--- src/rtl/ascon_pkg.sv ---
// Package: shared types, constants and the permutation round for the Ascon block core
`default_nettype none
package ascon_pkg;

    localparam int unsigned WORD_W   = 64;
    localparam int unsigned NUM_WORDS = 5;
    localparam int unsigned RND_W    = 4;

    localparam logic [WORD_W-1:0] ASCON_IV = 64'h80400c0600000000;
    localparam logic [RND_W-1:0]  RND_FIRST_FULL = 4'd0;
    localparam logic [RND_W-1:0]  RND_FIRST_HALF = 4'd6;
    localparam logic [RND_W-1:0]  RND_LAST       = 4'd11;

    localparam logic CFG_KEY_HIGH = 1'b0;
    localparam logic CFG_KEY_LOW  = 1'b1;

    typedef logic [WORD_W-1:0] t_word;
    typedef logic [NUM_WORDS-1:0][WORD_W-1:0] t_sponge;

    typedef enum logic [1:0] {
        REQ_START = 2'd0,
        REQ_ENC   = 2'd1,
        REQ_DEC   = 2'd2,
        REQ_FIN   = 2'd3
    } t_req;

    typedef enum logic [1:0] {
        ST_IDLE,
        ST_PERM,
        ST_FINISH
    } t_ctrl_state;

    typedef struct packed {
        logic             accept;
        logic             round;
        logic [RND_W-1:0] rnd_idx;
        logic             finish;
    } t_dp_cmd;

    typedef struct packed {
        logic pending;
        logic out_free;
    } t_dp_status;

    // constant for round i of 12: high nibble 0xf - i, low nibble i
    function automatic logic [7:0] round_const(input logic [RND_W-1:0] idx);
        return {4'hf - idx, idx};
    endfunction

    function automatic t_word rotr(input t_word x, input int unsigned n);
        return (x >> n) | (x << (WORD_W - n));
    endfunction

    function automatic t_sponge ascon_round(input t_sponge s_in, input logic [7:0] c);
        t_sponge s;
        t_word   t0, t1, t2, t3, t4;
        s = s_in;
        s[2] = s[2] ^ {56'd0, c};
        s[0] = s[0] ^ s[4];
        s[4] = s[4] ^ s[3];
        s[2] = s[2] ^ s[1];
        t0 = ~s[0] & s[1];
        t1 = ~s[1] & s[2];
        t2 = ~s[2] & s[3];
        t3 = ~s[3] & s[4];
        t4 = ~s[4] & s[0];
        s[0] = s[0] ^ t1;
        s[1] = s[1] ^ t2;
        s[2] = s[2] ^ t3;
        s[3] = s[3] ^ t4;
        s[4] = s[4] ^ t0;
        s[1] = s[1] ^ s[0];
        s[0] = s[0] ^ s[4];
        s[3] = s[3] ^ s[2];
        s[2] = ~s[2];
        s[0] = s[0] ^ rotr(s[0], 19) ^ rotr(s[0], 28);
        s[1] = s[1] ^ rotr(s[1], 61) ^ rotr(s[1], 39);
        s[2] = s[2] ^ rotr(s[2], 1) ^ rotr(s[2], 6);
        s[3] = s[3] ^ rotr(s[3], 10) ^ rotr(s[3], 17);
        s[4] = s[4] ^ rotr(s[4], 7) ^ rotr(s[4], 41);
        return s;
    endfunction

endpackage
`default_nettype wire

--- src/rtl/ascon_ctrl.sv ---
// Controller: request sequencing and round counting for the Ascon block core
`default_nettype none
module ascon_ctrl (
    input  wire logic                  i_clk,
    input  wire logic                  i_rst_n,
    input  wire logic                  i_in_valid,
    output logic                       o_in_ready,
    input  wire logic [1:0]            i_req_type,
    input  wire ascon_pkg::t_dp_status i_status,
    output ascon_pkg::t_dp_cmd         o_cmd
);
    import ascon_pkg::*;

    t_ctrl_state      r_state, n_state;
    logic [RND_W-1:0] r_rnd, n_rnd;
    t_req             req;

    assign req = t_req'(i_req_type);

    always_ff @(posedge i_clk) begin
        if (!i_rst_n) begin
            r_state <= ST_IDLE;
            r_rnd   <= RND_FIRST_FULL;
        end else begin
            r_state <= n_state;
            r_rnd   <= n_rnd;
        end
    end

    always_comb begin
        n_state       = r_state;
        n_rnd         = r_rnd;
        o_in_ready    = 1'b0;
        o_cmd.accept  = 1'b0;
        o_cmd.round   = 1'b0;
        o_cmd.rnd_idx = r_rnd;
        o_cmd.finish  = 1'b0;
        unique case (r_state)
            ST_IDLE: begin
                o_in_ready = 1'b1;
                if (i_in_valid) begin
                    o_cmd.accept = 1'b1;
                    unique case (req)
                        REQ_START, REQ_FIN: begin
                            n_rnd   = RND_FIRST_FULL;
                            n_state = ST_PERM;
                        end
                        REQ_ENC, REQ_DEC: begin
                            n_rnd   = RND_FIRST_HALF;
                            n_state = i_status.pending ? ST_FINISH : ST_PERM;
                        end
                        default: n_state = ST_IDLE;
                    endcase
                end
            end
            ST_PERM: begin
                o_cmd.round = 1'b1;
                if (r_rnd == RND_LAST) begin
                    n_state = ST_FINISH;
                end else begin
                    n_rnd = r_rnd + 1'b1;
                end
            end
            ST_FINISH: begin
                if (i_status.out_free) begin
                    o_cmd.finish = 1'b1;
                    n_state      = ST_IDLE;
                end
            end
            default: n_state = ST_IDLE;
        endcase
    end

endmodule
`default_nettype wire

--- src/rtl/ascon_dp.sv ---
// Datapath: sponge state, key registers, round logic and output word register
`default_nettype none
module ascon_dp (
    input  wire logic                i_clk,
    input  wire logic                i_rst_n,
    input  wire ascon_pkg::t_dp_cmd  i_cmd,
    output ascon_pkg::t_dp_status    o_status,
    input  wire logic                i_cfg_valid,
    input  wire logic                i_cfg_index,
    input  wire ascon_pkg::t_word    i_cfg_data,
    input  wire logic [1:0]          i_req_type,
    input  wire ascon_pkg::t_word    i_data_word,
    input  wire ascon_pkg::t_word    i_nonce_high,
    input  wire ascon_pkg::t_word    i_nonce_low,
    input  wire ascon_pkg::t_word    i_expected_tag_high,
    input  wire ascon_pkg::t_word    i_expected_tag_low,
    output logic                     o_out_valid,
    input  wire logic                i_out_ready,
    output ascon_pkg::t_word         o_out_word,
    output ascon_pkg::t_word         o_tag_high,
    output ascon_pkg::t_word         o_tag_low,
    output logic                     o_tag_match
);
    import ascon_pkg::*;

    t_sponge r_s, n_s;
    logic    r_pending, n_pending;
    t_word   r_key_hi, r_key_lo;
    t_req    r_req;
    t_word   r_data, r_exp_hi, r_exp_lo;
    logic    r_out_valid;
    t_word   r_out_word, r_tag_hi, r_tag_lo;
    logic    r_tag_match;
    t_word   n_out_word, n_tag_hi, n_tag_lo;
    logic    n_tag_match;
    t_sponge round_out;

    assign round_out = ascon_round(r_s, round_const(i_cmd.rnd_idx));

    assign o_status.pending  = r_pending;
    assign o_status.out_free = !r_out_valid || i_out_ready;

    always_ff @(posedge i_clk) begin
        if (!i_rst_n) begin
            r_key_hi <= '0;
            r_key_lo <= '0;
        end else if (i_cfg_valid) begin
            if (i_cfg_index == CFG_KEY_HIGH) begin
                r_key_hi <= i_cfg_data;
            end else begin
                r_key_lo <= i_cfg_data;
            end
        end
    end

    always_ff @(posedge i_clk) begin
        if (i_cmd.accept) begin
            r_req    <= t_req'(i_req_type);
            r_data   <= i_data_word;
            r_exp_hi <= i_expected_tag_high;
            r_exp_lo <= i_expected_tag_low;
        end
    end

    always_comb begin
        n_s         = r_s;
        n_pending   = r_pending;
        n_out_word  = '0;
        n_tag_hi    = '0;
        n_tag_lo    = '0;
        n_tag_match = 1'b0;
        if (i_cmd.accept) begin
            unique case (t_req'(i_req_type))
                REQ_START: begin
                    n_s[0] = ASCON_IV;
                    n_s[1] = r_key_hi;
                    n_s[2] = r_key_lo;
                    n_s[3] = i_nonce_high;
                    n_s[4] = i_nonce_low;
                end
                REQ_FIN: begin
                    n_s[1] = r_s[1] ^ r_key_hi;
                    n_s[2] = r_s[2] ^ r_key_lo;
                end
                default: n_s = r_s;
            endcase
        end else if (i_cmd.round) begin
            n_s = round_out;
        end else if (i_cmd.finish) begin
            unique case (r_req)
                REQ_START: begin
                    n_s[3]    = r_s[3] ^ r_key_hi;
                    n_s[4]    = r_s[4] ^ r_key_lo;
                    n_pending = 1'b1;
                end
                REQ_ENC, REQ_DEC: begin
                    n_out_word = r_data ^ r_s[0];
                    n_s[0]     = (r_req == REQ_ENC) ? n_out_word : r_data;
                    n_pending  = 1'b0;
                end
                REQ_FIN: begin
                    n_s[3]      = r_s[3] ^ r_key_hi;
                    n_s[4]      = r_s[4] ^ r_key_lo;
                    n_tag_hi    = n_s[3];
                    n_tag_lo    = n_s[4];
                    n_tag_match = (n_s[3] == r_exp_hi) && (n_s[4] == r_exp_lo);
                end
                default: n_s = r_s;
            endcase
        end
    end

    always_ff @(posedge i_clk) begin
        if (!i_rst_n) begin
            r_s         <= '0;
            r_pending   <= 1'b1;
            r_out_valid <= 1'b0;
        end else begin
            r_s       <= n_s;
            r_pending <= n_pending;
            if (i_cmd.finish) begin
                r_out_valid <= 1'b1;
            end else if (i_out_ready) begin
                r_out_valid <= 1'b0;
            end
        end
    end

    always_ff @(posedge i_clk) begin
        if (i_cmd.finish) begin
            r_out_word  <= n_out_word;
            r_tag_hi    <= n_tag_hi;
            r_tag_lo    <= n_tag_lo;
            r_tag_match <= n_tag_match;
        end
    end

    assign o_out_valid = r_out_valid;
    assign o_out_word  = r_out_word;
    assign o_tag_high  = r_tag_hi;
    assign o_tag_low   = r_tag_lo;
    assign o_tag_match = r_tag_match;

endmodule
`default_nettype wire

--- src/rtl/ascon_aead_block_core_unit.sv ---
// Top level: Ascon-128 style sponge engine, one request word in, one result word out
//
//   channel | direction | handshake                 | payload
//   cfg     | in        | i_cfg_valid / o_cfg_ready | i_cfg_index, i_cfg_data
//   in      | in        | i_in_valid / o_in_ready   | i_req_type, i_data_word, nonce, tag
//   out     | out       | o_out_valid / i_out_ready | o_out_word, o_tag_*, o_tag_match
//
// One permutation round per cycle. Each request has an accept and a finish step;
// start and finalize run rounds RND_FIRST_FULL to RND_LAST between them, a data
// word only RND_FIRST_HALF to RND_LAST, the first data word after start none.
// Reset (i_rst_n low, synchronous) clears the sponge and the key and sets the
// first-block flag.
// A finished word waits in the output register; the core holds in its finish step
// only while that register is full and not being taken.
`default_nettype none
module ascon_aead_block_core_unit (
    input  wire logic                 i_clk,
    input  wire logic                 i_rst_n,
    input  wire logic                 i_cfg_valid,
    output logic                      o_cfg_ready,
    input  wire logic                 i_cfg_index,
    input  wire ascon_pkg::t_word     i_cfg_data,
    input  wire logic                 i_in_valid,
    output logic                      o_in_ready,
    input  wire logic [1:0]           i_req_type,
    input  wire ascon_pkg::t_word     i_data_word,
    input  wire ascon_pkg::t_word     i_nonce_high,
    input  wire ascon_pkg::t_word     i_nonce_low,
    input  wire ascon_pkg::t_word     i_expected_tag_high,
    input  wire ascon_pkg::t_word     i_expected_tag_low,
    output logic                      o_out_valid,
    input  wire logic                 i_out_ready,
    output ascon_pkg::t_word          o_out_word,
    output ascon_pkg::t_word          o_tag_high,
    output ascon_pkg::t_word          o_tag_low,
    output logic                      o_tag_match
);
    import ascon_pkg::*;

    t_dp_cmd    cmd;
    t_dp_status status;

    assign o_cfg_ready = 1'b1;

    ascon_ctrl u_ctrl (
        .i_clk      (i_clk),
        .i_rst_n    (i_rst_n),
        .i_in_valid (i_in_valid),
        .o_in_ready (o_in_ready),
        .i_req_type (i_req_type),
        .i_status   (status),
        .o_cmd      (cmd)
    );

    ascon_dp u_dp (
        .i_clk               (i_clk),
        .i_rst_n             (i_rst_n),
        .i_cmd               (cmd),
        .o_status            (status),
        .i_cfg_valid         (i_cfg_valid),
        .i_cfg_index         (i_cfg_index),
        .i_cfg_data          (i_cfg_data),
        .i_req_type          (i_req_type),
        .i_data_word         (i_data_word),
        .i_nonce_high        (i_nonce_high),
        .i_nonce_low         (i_nonce_low),
        .i_expected_tag_high (i_expected_tag_high),
        .i_expected_tag_low  (i_expected_tag_low),
        .o_out_valid         (o_out_valid),
        .i_out_ready         (i_out_ready),
        .o_out_word          (o_out_word),
        .o_tag_high          (o_tag_high),
        .o_tag_low           (o_tag_low),
        .o_tag_match         (o_tag_match)
    );

endmodule
`default_nettype wire
--- config.mk ---
export PLATFORM = sky130hd
export DESIGN_NAME = ascon_aead_block_core_unit
export DESIGN_NICKNAME = d
export VERILOG_FILES = /design/src/rtl/ascon_pkg.sv /design/src/rtl/ascon_ctrl.sv /design/src/rtl/ascon_dp.sv /design/src/rtl/ascon_aead_block_core_unit.sv
export SDC_FILE = /design/constraint.sdc
export NUM_CORES = 2
export LEC_CHECK = 0
export BUFFER_PORTS_ARGS = -buffer_cell sky130_fd_sc_hd__buf_2
export CAP_MARGIN = 20
export CORE_ASPECT_RATIO = 2
export CORE_MARGIN = 3
export CORE_UTILIZATION = 40
export CTS_BUF_LIST = sky130_fd_sc_hd__clkbuf_8
export CTS_CLUSTER_DIAMETER = 60
export DETAILED_ROUTE_END_ITERATION = 6
export PLACE_DENSITY = 0.65
export SLEW_MARGIN = 25
export SYNTH_ARGS = -nofsm -noshare
export SYNTH_HDL_FRONTEND = slang
export SYNTH_SLANG_ARGS = --single-unit
--- constraint.sdc ---
create_clock -name i_clk -period 9.9 [get_ports i_clk]
set_clock_uncertainty 0.1 [all_clocks]
set_input_delay 1.485 -clock i_clk [delete_from_list [all_inputs] [get_ports i_clk]]
set_output_delay 1.485 -clock i_clk [all_outputs]
set_load 0.05 [all_outputs]
==> Yosys cells after proc, flatten, opt, wreduce, memory -nomap -nowiden <==
Index checks and enable logic that the tools add are counted.
{ "classes": {"eq_ne": 17, "order_cmp": 0, "multipliers": 0, "div": 0, "reduce_logical": 27, "bitwise": 53, "n_shift": 0, "muxes": 28, "addsub": 2} }
{ "ops": {"columns": ["op", "count"], "rows": [
  ["64-bit XOR", 26],
  ["320-bit 2-to-1 mux", 3],
  ["64-bit inverter", 6],
  ["64-bit bitwise AND", 5],
  ["128-bit 2-to-1 mux", 2],
  ["128-bit one-hot mux with 2 select lines", 1],
  ["64-bit 2-to-1 mux", 3],
  ["64-bit equality test", 2],
  ["23-bit by 64-bit OR with 64-bit output", 1],
  ["25-bit by 64-bit OR with 64-bit output", 1],
  ["3-bit by 64-bit OR with 64-bit output", 1],
  ["36-bit by 64-bit OR with 64-bit output", 1],
  ["45-bit by 64-bit OR with 64-bit output", 1],
  ["47-bit by 64-bit OR with 64-bit output", 1],
  ["54-bit by 64-bit OR with 64-bit output", 1],
  ["57-bit by 64-bit OR with 64-bit output", 1],
  ["58-bit by 64-bit OR with 64-bit output", 1],
  ["63-bit by 64-bit OR with 64-bit output", 1],
  ["64-bit by 8-bit XOR with 64-bit output", 1],
  ["4-bit one-hot mux with 2 select lines", 2],
  ["3-bit AND reduction", 4],
  ["2-bit equality test (second input constant)", 5],
  ["3-bit nonzero test", 3],
  ["1-bit 2-to-1 mux", 8],
  ["other kinds (22)", 46]
]} }
{ "totals": {"ram_bits": 0, "mem_bits_ro": 0, "latchBits": 0, "register_bits": 843, "inputBits": 392, "wordCells": 146, "n_memories": 0} }

==> Longest topological paths before layout <==
{ "depth": {"word_depth": 12, "ltp_mapped": 10, "ltp_nobuf": 8} }

==> Modules after synthesis <==
From an unflattened synthesis, not the netlist that was laid out.
{ "hier_totals": {"hier_cells": 5515, "area_unflattened_um2": 52894.5} }
{ "modules_own_cells": {"columns": ["mod", "n_inst", "area_per_inst_um2", "cells_per_inst", "seq_area_each_um2"], "rows": [
  ["ascon_dp", 1, 52479.1, 5468, 20629.8],
  ["ascon_ctrl", 1, 404.1, 45, 120.1],
  ["ascon_aead_block_core_unit", 1, 11.3, 2, 0.0]
]} }

==> Worst setup path after synthesis <==
Ideal clock, no wire load.
{ "synth_path": {"kind": "input -> register", "startpoint": "input port i_out_ready", "endpoint": "register u_dp.r_out_word[0], in the netlist u_dp.o_out_word[0] (enable)", "arrival_time_ns": 9.558, "path_slack_ns": -0.507, "required_time_ns": 9.050, "setup_time_ns": 0.750, "path_buffers": 0, "stages": 2, "path_cell_list": "nor2b_1 -> nor2_1"} }
{ "synth_rtl": {"columns": ["element", "line_no", "source"], "rows": [
  ["start: declaration", "ascon_aead_block_core_unit.sv:32", "input wire logic i_out_ready,"],
  ["end signal: assignment", "ascon_dp.sv:131", "r_out_word <= n_out_word;"],
  ["end: declaration", "ascon_dp.sv:32", "t_word r_out_word, r_tag_hi, r_tag_lo;"]
]} }

==> Final worst setup path <==
{ "layout_path": {"startpoint": "register u_dp.r_s[179] (netlist name)", "endpoint": "register u_dp.r_s[233] (netlist name)"} }
{ "layout_via": {"elab_chain_len": 9} }
{ "layout_rtl": {"columns": ["element", "line_no", "source"], "rows": [
  ["start: declaration", "ascon_dp.sv:26", "t_sponge r_s, n_s;"],
  ["start signal: assignment", "ascon_dp.sv:119", "r_s <= n_s;"],
  ["64-bit by 8-bit XOR with 64-bit output", "ascon_pkg.sv:58", "s[2] = s[2] ^ {56'd0, c};"],
  ["64-bit XOR", "ascon_pkg.sv:61", "s[2] = s[2] ^ s[1];"],
  ["64-bit XOR", "ascon_pkg.sv:69", "s[2] = s[2] ^ t3;"],
  ["64-bit XOR", "ascon_pkg.sv:74", "s[3] = s[3] ^ s[2];"],
  ["54-bit by 64-bit OR with 64-bit output", "ascon_pkg.sv:51", "return (x >> n) | (x << (WORD_W - n));"],
  ["64-bit XOR (2 in series)", "ascon_pkg.sv:79", "s[3] = s[3] ^ rotr(s[3], 10) ^ rotr(s[3], 17);"],
  ["320-bit 2-to-1 mux", "ascon_dp.sv:87", "end else if (i_cmd.round) begin"],
  ["320-bit 2-to-1 mux", "ascon_dp.sv:72", "if (i_cmd.accept) begin"]
]} }
No other way between the ends.
A chain may end at the register's enable or synchronous reset.

==> results.yml <==
status:
  status: "finished, final reports clean"
global_route:
  grt_pass1_vias: 44194
  grt_max_degree: 170
  grt_pass1_wl_mm: 356
  overflow: 0
  antenna_found_initial: 29
  globalRouteTotalUtil: 0.373
logic_synthesis:
  synth_flop_cell: "dfxtp_1"
  synth_edf_count: 387
  ys_types: 55
  ys_async_sr_fraction: 0
  syn_inst: 5522
  avgSynthCellArea_um2: 9.69
  synthTopCellsByArea: "edfxtp_1 22%, dfxtp_1 17%, xnor2_1 13%"
  synth_area_leader_cell: "edfxtp_1"
  synth_nets: 6047
  ys_ff_latch: 843
  syn_area_um2: 53500
  synth_top_area_share: 0.217
  seq_area_frac_synth: 0.388
  ys_warn_count: 0
clock_tree:
  cts-root-buf: "clkbuf_8"
  worstSkewPairLatency_ps: 910
  cts_buffers: 144
  cts_tree: "yes"
  hold_buffers: 0
  post_cts_resized: 0
  cts_sinks: 843
  clk_pin_slew_ps: 70
  clock_path_buffers: 4
  post_cts_buffers: 0
  cts.htree.levels: 4
min_path:
  min-delay-start: "u_dp.r_pending"
  hp-class: "reg -> reg"
setup_path:
  end_kind: "flop"
  crit_arrival_ps: 4650
  r2r_start: "u_dp.r_s[179]"
  path_cells: "ha_1, xnor2_1, xnor2_1, xnor2_1, mux2i_1, a31oi_1"
  crit_buf_inv: 0
  path_delay_family: "XOR/XNOR gates"
  critical_path_required_ps: 10540
  cp-startpoint: "u_dp.r_s[179]"
  rrSetupSlack_ps: 5890
  crit_path_start_kind: "flop"
  path_common_cell: "xnor2_1"
  crit_path_max_fanout: 5
  critPathSlowestCell: "xnor2_1"
  crit_type: "reg -> reg"
  slowest_delay_ps: 880
routing:
  drc: 0
  first_pass_iters: 6
  detail-route-antenna-nets: 0
  dr_wl_met2_mm: 121
  post_drt_wl_per_cell_um: 33.5
  wl_met3_mm: 20.0
  drtIter0Drc: 4969
  vias_per_cell: 5.82
  top_layer: "met5"
  met1_length_mm: 92.6
  via_count: 46099
  finalWirelength_mm: 265
floorplan:
  initial_core_util: 0.403
  dieWidth_um: 265
  core_area_um2: 133000
  io_pins: 588
  num_rows: 189
  dieArea_um2: 139000
  die_y_um: 523
final_layout:
  final_common_cell: "xnor2_1"
  fillers: 12652
  syn2layout_area_growth_pct: 15.4
  mostFrequentLayoutCells: "782 x xnor2_1, 626 x nand2_1, 585 x buf_2"
  drive_gt1_frac: 0.181
  fin_nets: 6592
  ff_latch_area_um2: 20700
  multi_input_comb_area_um2: 31200
placed_design:
  portBuffers: 586
  place_hpwl_mm: 208
  gp_congestion: 1.05
timing:
  setup_viol: 0
  min_period_ps: 4010
  tightest_slew_ps: 1200
  fin_setup_tns_ps: 0
  report.final.hold_viol_count: 0
  fmax_mhz: 250
  slew_headroom: 0.200
  grt_setup_unrepaired: "no"
  slew_violations: 0
  post-route-period-util: 0.405
flow_run:
  maxCapViolCount: 0
==> worst reg2reg max path: stages, from the launching register on <==
cell and delay, ps:
dfxtp_1 500, ha_1 320, xnor2_1 880, xnor2_1 510
xnor2_1 600, mux2i_1 760, a31oi_1 170
==> logic make-up (layout without fill, tap and decap cells) <==
| family | Yosys count | count (layout) | synth area share |
|---|---|---|---|
| mux | 177 | 177 | 0.0331 |
| simple gates | 1397 | 1397 | 0.107 |
| buf+inv | 510 | 1163 | 0.0359 |
| compound gates | 1137 | 1137 | 0.135 |
| xor+xnor | 1261 | 1261 | 0.258 |
| other cells | 1 | 21 | 0.0000701 |
| fa+ha+maj | 196 | 196 | 0.0429 |
| flops | 843 | 843 | 0.388 |
==> path summary, 6_finish.rpt <==
check | to | depth (start not counted)
worst max-delay path | u_dp.r_s[233] | 6
worst min-delay path | u_dp.r_pending | 2
worst max register to register | u_dp.r_s[233] | 6
worst min register to register | u_dp.r_pending | 2
==> registers in the layout, summed over array words and instances (netlist names) <==
signal / cells
u_dp.o_tag_match: 1
u_dp.r_data: 64
u_dp.o_out_valid: 1
u_dp.r_exp_lo: 64
u_dp.o_out_word: 64
u_ctrl.r_state: 2
u_dp.r_req: 2
u_dp.r_key_hi: 64
u_dp.r_exp_hi: 64
u_dp.o_tag_low: 64
u_dp.r_s: 320
u_dp.r_pending: 1
u_dp.r_key_lo: 64
u_ctrl.r_rnd: 4
u_dp.o_tag_high: 64
==> cell usage after synthesis (4+ instances only) <==
master and number:
nor4_1 13, xor2_1 236, xor3_1 4, xnor2_2 34, and2_1 33, buf_1 28
nand2_1 632, maj3_1 63, o21a_1 27, a22oi_1 55, o221ai_1 59, clkbuf_1 280
and3_1 53, or2_2 9, nand4_1 23, xnor3_1 167, a31oi_1 61, inv_1 197
dfxtp_1 456, o21ai_0 238, o221a_2 89, xor2_2 17, or4_1 4, nor2_1 539
nand3_1 68, o22ai_1 46, nand2b_1 9, a221oi_1 22, a21oi_1 450, a211oi_1 19
edfxtp_1 387, o221a_1 8, xnor2_1 801, ha_1 133, mux2i_1 177, o21bai_1 7
and4_1 4, a2bb2oi_1 45
==> layer usage <==
layer | GRT usage | up-vias
met3 | 0.0639 | 723
met1 | 0.411 | 22506
met2 | 0.605 | 2594
met5 | 0 | -
met4 | 0.357 | 18
li1 | - | 20258
==> stage by stage <==
stage / hold WS [ps] / setup slack (ps) / util / area, µm² / instances
2_1_floorplan: 369 / 1660 / - / 53500 / 5522
3_3_place_gp: 385 / 5460 / 0.442 / 58700 / 7639
3_5_place_dp: 384 / 5370 / 0.444 / 58800 / 7640
4_1_cts: 399 / 5950 / 0.465 / 61700 / 7894
5_1_grt: 424 / 5960 / 0.466 / 61800 / 7902
6_report: 398 / 5890 / 0.466 / 61800 / 7914
==> final cells by class <==
type	instances	area share
diodes	20	0.000810
flip-flops and latches	843	0.336
clock buffers	156	0.0347
multi-input cells	4169	0.505
well taps	1719	0.0348
inverters	198	0.0123
repair buffers	711	0.0644
clock inverters	98	0.0119
Power is left out: the tool's default activity adds up to more than one toggle a clock period on the data nets, which glitch-free logic cannot reach.
